File: src/rtl/chacha_pkg.sv
`timescale 1ns / 1ps
package chacha_pkg;

   // configuration port
   localparam int REG_IDX_W = 3;
   localparam int ADDR_W    = REG_IDX_W + 3;
   localparam int DATA_W    = 64;

   localparam logic [REG_IDX_W-1:0] REG_KEY01   = 3'd0;
   localparam logic [REG_IDX_W-1:0] REG_KEY23   = 3'd1;
   localparam logic [REG_IDX_W-1:0] REG_KEY45   = 3'd2;
   localparam logic [REG_IDX_W-1:0] REG_KEY67   = 3'd3;
   localparam logic [REG_IDX_W-1:0] REG_NONCE01 = 3'd4;
   localparam logic [REG_IDX_W-1:0] REG_NONCE2  = 3'd5;
   localparam logic [REG_IDX_W-1:0] REG_CTR0    = 3'd6;

   // "expand 32-byte k"
   localparam logic [31:0] SIGMA0 = 32'h6170_7865;
   localparam logic [31:0] SIGMA1 = 32'h3320_646e;
   localparam logic [31:0] SIGMA2 = 32'h7962_2d32;
   localparam logic [31:0] SIGMA3 = 32'h6b20_6574;

   // quarter-round step codes, named after their rotate amount
   localparam logic [1:0] STEP_R16 = 2'd0;
   localparam logic [1:0] STEP_R12 = 2'd1;
   localparam logic [1:0] STEP_R8  = 2'd2;
   localparam logic [1:0] STEP_R7  = 2'd3;

   // operand slots of a quarter-round
   localparam logic [1:0] SEL_A = 2'd0;
   localparam logic [1:0] SEL_B = 2'd1;
   localparam logic [1:0] SEL_C = 2'd2;
   localparam logic [1:0] SEL_D = 2'd3;

   typedef struct packed {
      logic [7:0][31:0] key;
      logic [2:0][31:0] nonce;
      logic [31:0]      ctr0;
   } cfg_type;

   // Word index of operand sel in quarter-round q of a double round.
   // Columns: row sel, column q. Diagonals shift the column by the row.
   function automatic logic [3:0] qr_idx(input logic [2:0] q, input logic [1:0] sel);
      logic [1:0] col;
      if (q[2]) begin
         col = q[1:0] + sel;
      end else begin
         col = q[1:0];
      end
      qr_idx = {sel, col};
   endfunction

   function automatic logic [31:0] init_word(input logic [3:0] idx, input cfg_type cfg,
                                             input logic [31:0] ctr);
      logic [31:0] w;
      case (idx)
         4'd0:    w = SIGMA0;
         4'd1:    w = SIGMA1;
         4'd2:    w = SIGMA2;
         4'd3:    w = SIGMA3;
         4'd4:    w = cfg.key[0];
         4'd5:    w = cfg.key[1];
         4'd6:    w = cfg.key[2];
         4'd7:    w = cfg.key[3];
         4'd8:    w = cfg.key[4];
         4'd9:    w = cfg.key[5];
         4'd10:   w = cfg.key[6];
         4'd11:   w = cfg.key[7];
         4'd12:   w = ctr;
         4'd13:   w = cfg.nonce[0];
         4'd14:   w = cfg.nonce[1];
         4'd15:   w = cfg.nonce[2];
         default: w = '0;
      endcase
      init_word = w;
   endfunction

endpackage

File: src/rtl/chacha20_stream_cipher_top.sv
`timescale 1ns / 1ps
// ChaCha20 byte stream cipher. Each request carries one byte, which comes back XORed
// with the next keystream byte; req_msg_start restarts the stream at keystream byte 0
// with the block counter taken from the initial counter register. A byte that needs no
// new block passes from acceptance through the T_DONE state into the output register.
// The first byte of every 64-byte block waits for the block: loading the 16 start
// words, 80 quarter-rounds (read two words a cycle, four add-xor-rotate steps on the
// single shared unit, four single-word write-backs) and the final addition. One
// request is in work at a time; a finished byte may wait in the output register while
// the next request is taken. Key, nonce and initial counter registers are 64-bit
// at byte addresses 8*i; key and nonce are read at the next block, the initial
// counter at the next message start; write them only while no request is in work.
module chacha20_stream_cipher_top import chacha_pkg::*; (
   input  logic              clock,
   input  logic              reset,
   input  logic              req_valid,
   output logic              req_stall,
   input  logic [7:0]        req_in_byte,
   input  logic              req_msg_start,
   output logic              rsp_valid,
   input  logic              rsp_stall,
   output logic [7:0]        rsp_out_byte,
   input  logic              psel,
   input  logic              penable,
   input  logic              pwrite,
   input  logic [ADDR_W-1:0] paddr,
   input  logic [DATA_W-1:0] pwdata,
   output logic [DATA_W-1:0] prdata,
   output logic              pready
);

   localparam logic [1:0] T_IDLE = 2'd0;
   localparam logic [1:0] T_GEN  = 2'd1;
   localparam logic [1:0] T_DONE = 2'd2;

   logic [1:0]  state_ff, state_in;
   logic [7:0]  byte_ff, byte_in;
   logic [5:0]  pos_ff, pos_in;
   logic [31:0] ctr_ff, ctr_in;
   logic        rsp_valid_ff, rsp_valid_in;
   logic [7:0]  rsp_byte_ff, rsp_byte_in;

   cfg_type     cfg;
   logic [5:0]  eff_pos;
   logic        blk_start, blk_done;
   logic [7:0]  ks_byte;
   logic        out_free;

   chacha_csr u_csr (
      .clock   (clock),
      .reset   (reset),
      .psel    (psel),
      .penable (penable),
      .pwrite  (pwrite),
      .paddr   (paddr),
      .pwdata  (pwdata),
      .prdata  (prdata),
      .pready  (pready),
      .cfg     (cfg)
   );

   chacha_blk u_blk (
      .clock   (clock),
      .reset   (reset),
      .start   (blk_start),
      .cfg     (cfg),
      .ctr     (ctr_ff),
      .rd_pos  (pos_ff),
      .done    (blk_done),
      .ks_byte (ks_byte)
   );

   assign req_stall    = (state_ff != T_IDLE);
   assign rsp_valid    = rsp_valid_ff;
   assign rsp_out_byte = rsp_byte_ff;

   assign eff_pos   = req_msg_start ? 6'd0 : pos_ff;
   assign blk_start = (state_ff == T_IDLE) && req_valid && (eff_pos == 6'd0);
   assign out_free  = !rsp_valid_ff || !rsp_stall;

   always_comb begin
      state_in     = state_ff;
      byte_in      = byte_ff;
      pos_in       = pos_ff;
      ctr_in       = ctr_ff;
      rsp_valid_in = rsp_valid_ff && rsp_stall;
      rsp_byte_in  = rsp_byte_ff;
      case (state_ff)
         T_IDLE: begin
            if (req_valid) begin
               byte_in = req_in_byte;
               pos_in  = eff_pos;
               if (req_msg_start) begin
                  ctr_in = cfg.ctr0;
               end
               state_in = (eff_pos == 6'd0) ? T_GEN : T_DONE;
            end
         end
         T_GEN: begin
            // counter steps once the block has used it
            if (blk_done) begin
               ctr_in   = ctr_ff + 32'd1;
               state_in = T_DONE;
            end
         end
         T_DONE: begin
            if (out_free) begin
               rsp_valid_in = 1'b1;
               rsp_byte_in  = byte_ff ^ ks_byte;
               pos_in       = pos_ff + 6'd1;
               state_in     = T_IDLE;
            end
         end
         default: state_in = T_IDLE;
      endcase
   end

   always_ff @(posedge clock) begin
      if (reset) begin
         state_ff     <= T_IDLE;
         pos_ff       <= '0;
         ctr_ff       <= '0;
         rsp_valid_ff <= 1'b0;
      end else begin
         state_ff     <= state_in;
         pos_ff       <= pos_in;
         ctr_ff       <= ctr_in;
         rsp_valid_ff <= rsp_valid_in;
      end
   end

   always_ff @(posedge clock) begin
      byte_ff     <= byte_in;
      rsp_byte_ff <= rsp_byte_in;
   end

endmodule

File: src/rtl/chacha_qr.sv
`timescale 1ns / 1ps
// One add-xor-rotate line of the quarter-round
module chacha_qr import chacha_pkg::*; (
   input  logic [31:0] x,
   input  logic [31:0] y,
   input  logic [31:0] z,
   input  logic [1:0]  step,
   output logic [31:0] sum,
   output logic [31:0] mix
);

   logic [31:0] t;

   assign sum = x + y;
   assign t   = z ^ sum;

   always_comb begin
      case (step)
         STEP_R16: mix = {t[15:0], t[31:16]};
         STEP_R12: mix = {t[19:0], t[31:20]};
         STEP_R8:  mix = {t[23:0], t[31:24]};
         STEP_R7:  mix = {t[24:0], t[31:25]};
         default:  mix = t;
      endcase
   end

endmodule

File: src/rtl/chacha_csr.sv
`timescale 1ns / 1ps
module chacha_csr import chacha_pkg::*; (
   input  logic              clock,
   input  logic              reset,
   input  logic              psel,
   input  logic              penable,
   input  logic              pwrite,
   input  logic [ADDR_W-1:0] paddr,
   input  logic [DATA_W-1:0] pwdata,
   output logic [DATA_W-1:0] prdata,
   output logic              pready,
   output cfg_type           cfg
);

   cfg_type              cfg_ff, cfg_in;
   logic [REG_IDX_W-1:0] reg_idx;
   logic                 wr;

   assign pready  = 1'b1;
   assign reg_idx = paddr[ADDR_W-1:3];
   assign wr      = psel & penable & pwrite;
   assign cfg     = cfg_ff;

   always_comb begin
      cfg_in = cfg_ff;
      if (wr) begin
         case (reg_idx)
            REG_KEY01: begin
               cfg_in.key[0] = pwdata[31:0];
               cfg_in.key[1] = pwdata[63:32];
            end
            REG_KEY23: begin
               cfg_in.key[2] = pwdata[31:0];
               cfg_in.key[3] = pwdata[63:32];
            end
            REG_KEY45: begin
               cfg_in.key[4] = pwdata[31:0];
               cfg_in.key[5] = pwdata[63:32];
            end
            REG_KEY67: begin
               cfg_in.key[6] = pwdata[31:0];
               cfg_in.key[7] = pwdata[63:32];
            end
            REG_NONCE01: begin
               cfg_in.nonce[0] = pwdata[31:0];
               cfg_in.nonce[1] = pwdata[63:32];
            end
            REG_NONCE2: cfg_in.nonce[2] = pwdata[31:0];
            REG_CTR0:   cfg_in.ctr0     = pwdata[31:0];
            default: ;
         endcase
      end
   end

   always_comb begin
      case (reg_idx)
         REG_KEY01:   prdata = {cfg_ff.key[1], cfg_ff.key[0]};
         REG_KEY23:   prdata = {cfg_ff.key[3], cfg_ff.key[2]};
         REG_KEY45:   prdata = {cfg_ff.key[5], cfg_ff.key[4]};
         REG_KEY67:   prdata = {cfg_ff.key[7], cfg_ff.key[6]};
         REG_NONCE01: prdata = {cfg_ff.nonce[1], cfg_ff.nonce[0]};
         REG_NONCE2:  prdata = {32'd0, cfg_ff.nonce[2]};
         REG_CTR0:    prdata = {32'd0, cfg_ff.ctr0};
         default:     prdata = '0;
      endcase
   end

   always_ff @(posedge clock) begin
      if (reset) begin
         cfg_ff <= '0;
      end else begin
         cfg_ff <= cfg_in;
      end
   end

endmodule

File: src/rtl/chacha_blk.sv
`timescale 1ns / 1ps
// Block generator: working words in a 2-read/1-write store, one quarter-round
// at a time through four registers and the shared add-xor-rotate unit.
module chacha_blk import chacha_pkg::*; (
   input  logic        clock,
   input  logic        reset,
   input  logic        start,
   input  cfg_type     cfg,
   input  logic [31:0] ctr,
   input  logic [5:0]  rd_pos,
   output logic        done,
   output logic [7:0]  ks_byte
);

   localparam logic [3:0] S_IDLE = 4'd0;
   localparam logic [3:0] S_INIT = 4'd1;
   localparam logic [3:0] S_RDAB = 4'd2;
   localparam logic [3:0] S_RDCD = 4'd3;
   localparam logic [3:0] S_LOAD = 4'd4;
   localparam logic [3:0] S_OP   = 4'd5;
   localparam logic [3:0] S_WB   = 4'd6;
   localparam logic [3:0] S_FRD  = 4'd7;
   localparam logic [3:0] S_FADD = 4'd8;

   localparam logic [3:0] LAST_WORD = 4'd15;
   localparam logic [2:0] LAST_QR   = 3'd7;
   localparam logic [3:0] LAST_DR   = 4'd9;
   localparam logic [1:0] LAST_STEP = 2'd3;

   logic [3:0]  state_ff, state_in;
   logic [3:0]  idx_ff, idx_in;
   logic [2:0]  qr_ff, qr_in;
   logic [3:0]  dr_ff, dr_in;
   logic [1:0]  step_ff, step_in;
   logic [31:0] a_ff, a_in, b_ff, b_in, c_ff, c_in, d_ff, d_in;

   logic [31:0] wmem [16];
   logic [31:0] rdata0_ff, rdata1_ff;
   logic [31:0] ks_ff [16];

   logic [3:0]  ra0, ra1, waddr;
   logic [31:0] wdata;
   logic        we, ks_we;
   logic [31:0] qx, qy, qz, qsum, qmix;
   logic [31:0] ks_word;

   // even steps update a and d, odd steps c and b
   assign qx = step_ff[0] ? c_ff : a_ff;
   assign qy = step_ff[0] ? d_ff : b_ff;
   assign qz = step_ff[0] ? b_ff : d_ff;

   chacha_qr u_qr (
      .x    (qx),
      .y    (qy),
      .z    (qz),
      .step (step_ff),
      .sum  (qsum),
      .mix  (qmix)
   );

   always_comb begin
      state_in = state_ff;
      idx_in   = idx_ff;
      qr_in    = qr_ff;
      dr_in    = dr_ff;
      step_in  = step_ff;
      a_in     = a_ff;
      b_in     = b_ff;
      c_in     = c_ff;
      d_in     = d_ff;
      ra0      = qr_idx(qr_ff, SEL_A);
      ra1      = qr_idx(qr_ff, SEL_B);
      we       = 1'b0;
      waddr    = idx_ff;
      wdata    = init_word(idx_ff, cfg, ctr);
      ks_we    = 1'b0;
      done     = 1'b0;
      case (state_ff)
         S_IDLE: begin
            if (start) begin
               state_in = S_INIT;
               idx_in   = '0;
            end
         end
         S_INIT: begin
            we     = 1'b1;
            idx_in = idx_ff + 4'd1;
            if (idx_ff == LAST_WORD) begin
               state_in = S_RDAB;
               qr_in    = '0;
               dr_in    = '0;
            end
         end
         S_RDAB: state_in = S_RDCD;
         S_RDCD: begin
            ra0      = qr_idx(qr_ff, SEL_C);
            ra1      = qr_idx(qr_ff, SEL_D);
            a_in     = rdata0_ff;
            b_in     = rdata1_ff;
            state_in = S_LOAD;
         end
         S_LOAD: begin
            c_in     = rdata0_ff;
            d_in     = rdata1_ff;
            step_in  = STEP_R16;
            state_in = S_OP;
         end
         S_OP: begin
            if (step_ff[0]) begin
               c_in = qsum;
               b_in = qmix;
            end else begin
               a_in = qsum;
               d_in = qmix;
            end
            step_in = step_ff + 2'd1;
            if (step_ff == LAST_STEP) begin
               state_in = S_WB;
            end
         end
         S_WB: begin
            we    = 1'b1;
            waddr = qr_idx(qr_ff, step_ff);
            case (step_ff)
               SEL_A:   wdata = a_ff;
               SEL_B:   wdata = b_ff;
               SEL_C:   wdata = c_ff;
               SEL_D:   wdata = d_ff;
               default: wdata = a_ff;
            endcase
            step_in = step_ff + 2'd1;
            if (step_ff == LAST_STEP) begin
               if (qr_ff == LAST_QR) begin
                  qr_in = '0;
                  if (dr_ff == LAST_DR) begin
                     state_in = S_FRD;
                     idx_in   = '0;
                  end else begin
                     dr_in    = dr_ff + 4'd1;
                     state_in = S_RDAB;
                  end
               end else begin
                  qr_in    = qr_ff + 3'd1;
                  state_in = S_RDAB;
               end
            end
         end
         S_FRD: begin
            ra0      = idx_ff;
            state_in = S_FADD;
         end
         S_FADD: begin
            ks_we  = 1'b1;
            idx_in = idx_ff + 4'd1;
            if (idx_ff == LAST_WORD) begin
               done     = 1'b1;
               state_in = S_IDLE;
            end else begin
               state_in = S_FRD;
            end
         end
         default: state_in = S_IDLE;
      endcase
   end

   always_ff @(posedge clock) begin
      if (reset) begin
         state_ff <= S_IDLE;
         idx_ff   <= '0;
         qr_ff    <= '0;
         dr_ff    <= '0;
         step_ff  <= '0;
      end else begin
         state_ff <= state_in;
         idx_ff   <= idx_in;
         qr_ff    <= qr_in;
         dr_ff    <= dr_in;
         step_ff  <= step_in;
      end
   end

   always_ff @(posedge clock) begin
      a_ff <= a_in;
      b_ff <= b_in;
      c_ff <= c_in;
      d_ff <= d_in;
   end

   always_ff @(posedge clock) begin
      if (we) begin
         wmem[waddr] <= wdata;
      end
      rdata0_ff <= wmem[ra0];
      rdata1_ff <= wmem[ra1];
   end

   // feed-forward of the input words
   always_ff @(posedge clock) begin
      if (ks_we) begin
         ks_ff[idx_ff] <= rdata0_ff + init_word(idx_ff, cfg, ctr);
      end
   end

   assign ks_word = ks_ff[rd_pos[5:2]];
   assign ks_byte = ks_word[{rd_pos[1:0], 3'b000} +: 8];

endmodule

File: config.mk
export PLATFORM = sky130hd
export DESIGN_NAME = chacha20_stream_cipher_top
export DESIGN_NICKNAME = d
export VERILOG_FILES = /design/src/rtl/chacha_pkg.sv /design/src/rtl/chacha20_stream_cipher_top.sv /design/src/rtl/chacha_qr.sv /design/src/rtl/chacha_csr.sv /design/src/rtl/chacha_blk.sv
export SDC_FILE = /design/constraint.sdc
export NUM_CORES = 2
export LEC_CHECK = 0
export BUFFER_PORTS_ARGS = -buffer_cell sky130_fd_sc_hd__clkbuf_2
export CAP_MARGIN = 20
export CORE_MARGIN = 1
export CORE_UTILIZATION = 63
export DETAILED_ROUTE_END_ITERATION = 8
export PLACE_DENSITY = 0.77
export SLEW_MARGIN = 30
export SYNTH_ARGS = -nofsm -noshare
export SYNTH_HDL_FRONTEND = slang
export SYNTH_SLANG_ARGS = --single-unit
File: constraint.sdc
create_clock -name clock -period 6.6 [get_ports clock]
set_clock_uncertainty 0.1 [all_clocks]
set_input_delay 0.66 -clock clock [delete_from_list [all_inputs] [get_ports clock]]
set_output_delay 0.66 -clock clock [all_outputs]
set_load 0.005 [all_outputs]
==> impl_metrics.json <==
{
  "status": "finished with violations",
  "failing_checks": "DRC",
  "core_area_um2": 119000,
  "cts_num_sinks": 1678,
  "worstHoldPathType": "in2reg",
  "h-tree-depth": 4,
  "design_power_total_mw": 22.1,
  "dieArea_um2": 121000,
  "grt_pass1_vias": 54200,
  "cp_max_fo": 16,
  "clk_root_buffer_cell": "clkbuf_16",
  "clk_pin_slew_ns": 0.06,
  "postLayoutCoreUtil_pct": 71.2,
  "layout-drive-gt1-share_pct": 16.9,
  "drv.max_cap_violation_count": 0,
  "antenna_found_initial": 25,
  "cts_resized": 0,
  "synth_async_sr_flop_share_pct": 0,
  "layout_worst_path_cycle_share_pct": 90.2,
  "route.final.wire_length_um": 260000,
  "numCtsBuffers": 168,
  "area_growth_synth_to_finish_pct": 11.6,
  "place.detailed.hpwl_um": 161000,
  "yosysWarningCount": 0,
  "synth_ff_type": "edfxtp_1",
  "cts_tree": "yes",
  "drc_markers": 119,
  "clock_insertion_delay_worst_skew_ns": 0.82,
  "report.final.slew_viol_count": 0,
  "maxClockFrequency_mhz": 168,
  "fin_hold_ws_ns": 0.0357,
  "grt_max_degree": 182,
  "ctsLongestPathBuffers": 3,
  "multi_input_comb_area_um2": 28900,
  "synthesis.area_um2": 75700,
  "postSynthNetCount": 6472,
  "setup_tns_ns": 0,
  "p_per_area_nw_per_um2": 262,
  "worst_setup_path_start_kind": "register",
  "maxSlewHeadroom_pct": 24.5,
  "first_pass_grt_wire_length_um": 371000,
  "hold_viol": 0,
  "chipWidth_um": 349,
  "detail_route.first_pass.iterations": 9,
  "crit_path_end_kind": "register",
  "setup_ws_pre_cts_ns": 0.571,
  "drt_iter0_drc": 10300,
  "worst_ir_drop_vdd_mv": 0.288,
  "regArea_um2": 45300,
  "synth_seq_cells": 1678,
  "layout.cells.most_common_list": "nand2_1, edfxtp_1, a21oi_1",
  "via_count": 57600,
  "i_o_buffers": 156,
  "ys_seq_area_share_pct": 59.8,
  "synth_cells": 6307,
  "tightest_slew_ns": 1.13,
  "fill_count": 8000,
  "detail-route-antenna-nets": 0,
  "die-height_um": 349,
  "synth.lib_cells_used.distinct": 81,
  "cellLeakagePower_nw": 27.5,
  "synthesis.area_per_instance_um2": 12.0,
  "initial_utilization_pct": 63.8,
  "timing_worst_setup_path_type": "reg2reg",
  "worst-endpoint-required_ns": 7.01,
  "drt-wirelength-per-cell_um": 32.1,
  "layout_min_cycle_time_ns": 5.95,
  "rsz0062_at_grt": "no",
  "final_net_count": 6519,
  "std_cell_rows": 126,
  "global_route.overflow_total": 0,
  "critPathArrivalTime_ns": 6.37,
  "replace_congestion": 1.06,
  "setup_slack_ns": 0.647,
  "final-setup-viol-count": 0,
  "floorplan.io_pins": 161,
  "post_drt_via_cell_ratio": 7.10,
  "grt.total_usage_pct": 42.4,
  "mostFrequentLayoutCell": "nand2_1",
  "edff_count_synth": 1168
}
## path summary, 6_finish.rpt
path / endpoint / cells past startpoint / from / slack [ns]
worst max register to register: u_blk.ks_ff[7][30] / 20 / u_blk.idx_ff[1] / 0.65
worst max-delay path: u_blk.ks_ff[7][30] / 20 / u_blk.idx_ff[1] / 0.65
worst min register to register: u_csr.cfg[104] / 2 / u_csr.cfg[104] / 0.37
worst min-delay path: u_csr.cfg[68] / 3 / pwdata[36] / 0.04
## layer usage
layer	up-vias	track usage [%]	wire length, um
met5	-	0	120
met4	16	21.4	14700
met3	871	14.0	37500
met2	4499	62.4	114000
met1	28200	56.5	93700
li1	24000	-	-
## synth_stat cells, drive strengths merged (6+ instances only)
library cell  instances  share of area (%)
nand2              1286                6.4
edfxtp             1168                 46
a21oi               658                4.4
dfxtp               510                 13
clkbuf              426                2.1
mux4                272                8.1
nor2                205                1.0
a211oi              193                1.9
o21ai               144               0.96
and2                140                1.2
mux2                107                1.6
a221oi              106                1.3
a22o                 93                1.1
nand3                78               0.52
a31oi                77               0.64
ha                   77                1.3
mux2i                75               0.99
a311oi               70               0.81
xnor2                68               0.79
buf                  59               0.31
a222oi               54               0.71
a22oi                53               0.53
a21o                 45               0.45
and3                 43               0.36
xor2                 37               0.43
o22ai                35               0.29
nor3                 28               0.19
nand4                24               0.20
inv                  23               0.11
nand2b               19               0.16
nor2b                13               0.11
o21a                 13               0.13
nor4                  9              0.074
o211ai                9               0.12
o221ai                9               0.10
o31a                  7              0.084
o21bai                6              0.060
## metrics by stage
step,instances,instance area (um^2)
after floorplan,6307,75700
after global placement,7768,78600
after detailed placement,7769,78700
after CTS,8086,84300
after global routing,8097,84400
final,8110,84400
## repair_timing
item	in CTS	in global routing
setup buffers	0	0
hold buffers	12	0
endpoints found under the hold margin	13	0
## power by group
part / switching, mW / total, mW / internal [mW]
clock network: 4.17 / 9.53 / 5.36
logic: 0.782 / 1.04 / 0.262
registers: 0.0956 / 11.6 / 11.5
## logic make-up (layout without fill, tap and decap cells)
group / count (synthesis) / in the layout / share of synthesized area (%)
compound gates: 1612 / 1612 / 14.0
xor+xnor: 106 / 106 / 1.25
fa+ha+maj: 79 / 79 / 1.33
buf+inv: 510 / 692 / 2.55
flops: 1678 / 1678 / 59.8
mux: 454 / 454 / 10.7
other cells: 1 / 22 / 0.00496
simple gates: 1867 / 1867 / 10.4
## registers in the layout (all words and copies together) (netlist names), named ones only
signal,count
u_blk.ks_ff,512
u_blk.wmem,512
u_csr.cfg,384
ctr_ff,32
u_blk.a_ff,32
u_blk.b_ff,32
u_blk.c_ff,32
u_blk.d_ff,32
u_blk.rdata0_ff,32
u_blk.rdata1_ff,32
byte_ff,8
rsp_out_byte,8
pos_ff,6
u_blk.dr_ff,4
u_blk.idx_ff,4
u_blk.state_ff,4
u_blk.qr_ff,3
state_ff,2
u_blk.step_ff,2
rsp_valid,1
## cell type report
| cell class | instances | share of cell area (%) |
|---|---|---|
| sequential | 1678 | 53.7 |
| multi-input combinational | 4119 | 34.3 |
| clock buffer | 238 | 5.63 |
| timing repair buffer | 362 | 3.05 |
| tap | 1600 | 2.37 |
| clock inverter | 67 | 0.815 |
| inverter | 25 | 0.111 |
| antenna | 21 | 0.0623 |
## critical path: stages (launching register included)
cell      delay (ns)
dfxtp_1         0.43
inv_1           0.11
ha_1            0.39
and3_1          0.58
nand2_1         0.18
nand3_1         0.11
a221oi_1        0.25
nand3_1         0.33
ha_1            0.34
inv_1           0.08
fa_1            0.21
nor2b_1         0.06
o21a_1          0.20
o21ai_1         0.17
a21oi_1         0.17
o311a_1         0.36
o31a_1          0.34
a221o_1         0.42
a211o_1         0.27
a21oi_1         0.24
xnor2_2         0.31
Power figures use the tool's default switching activity.
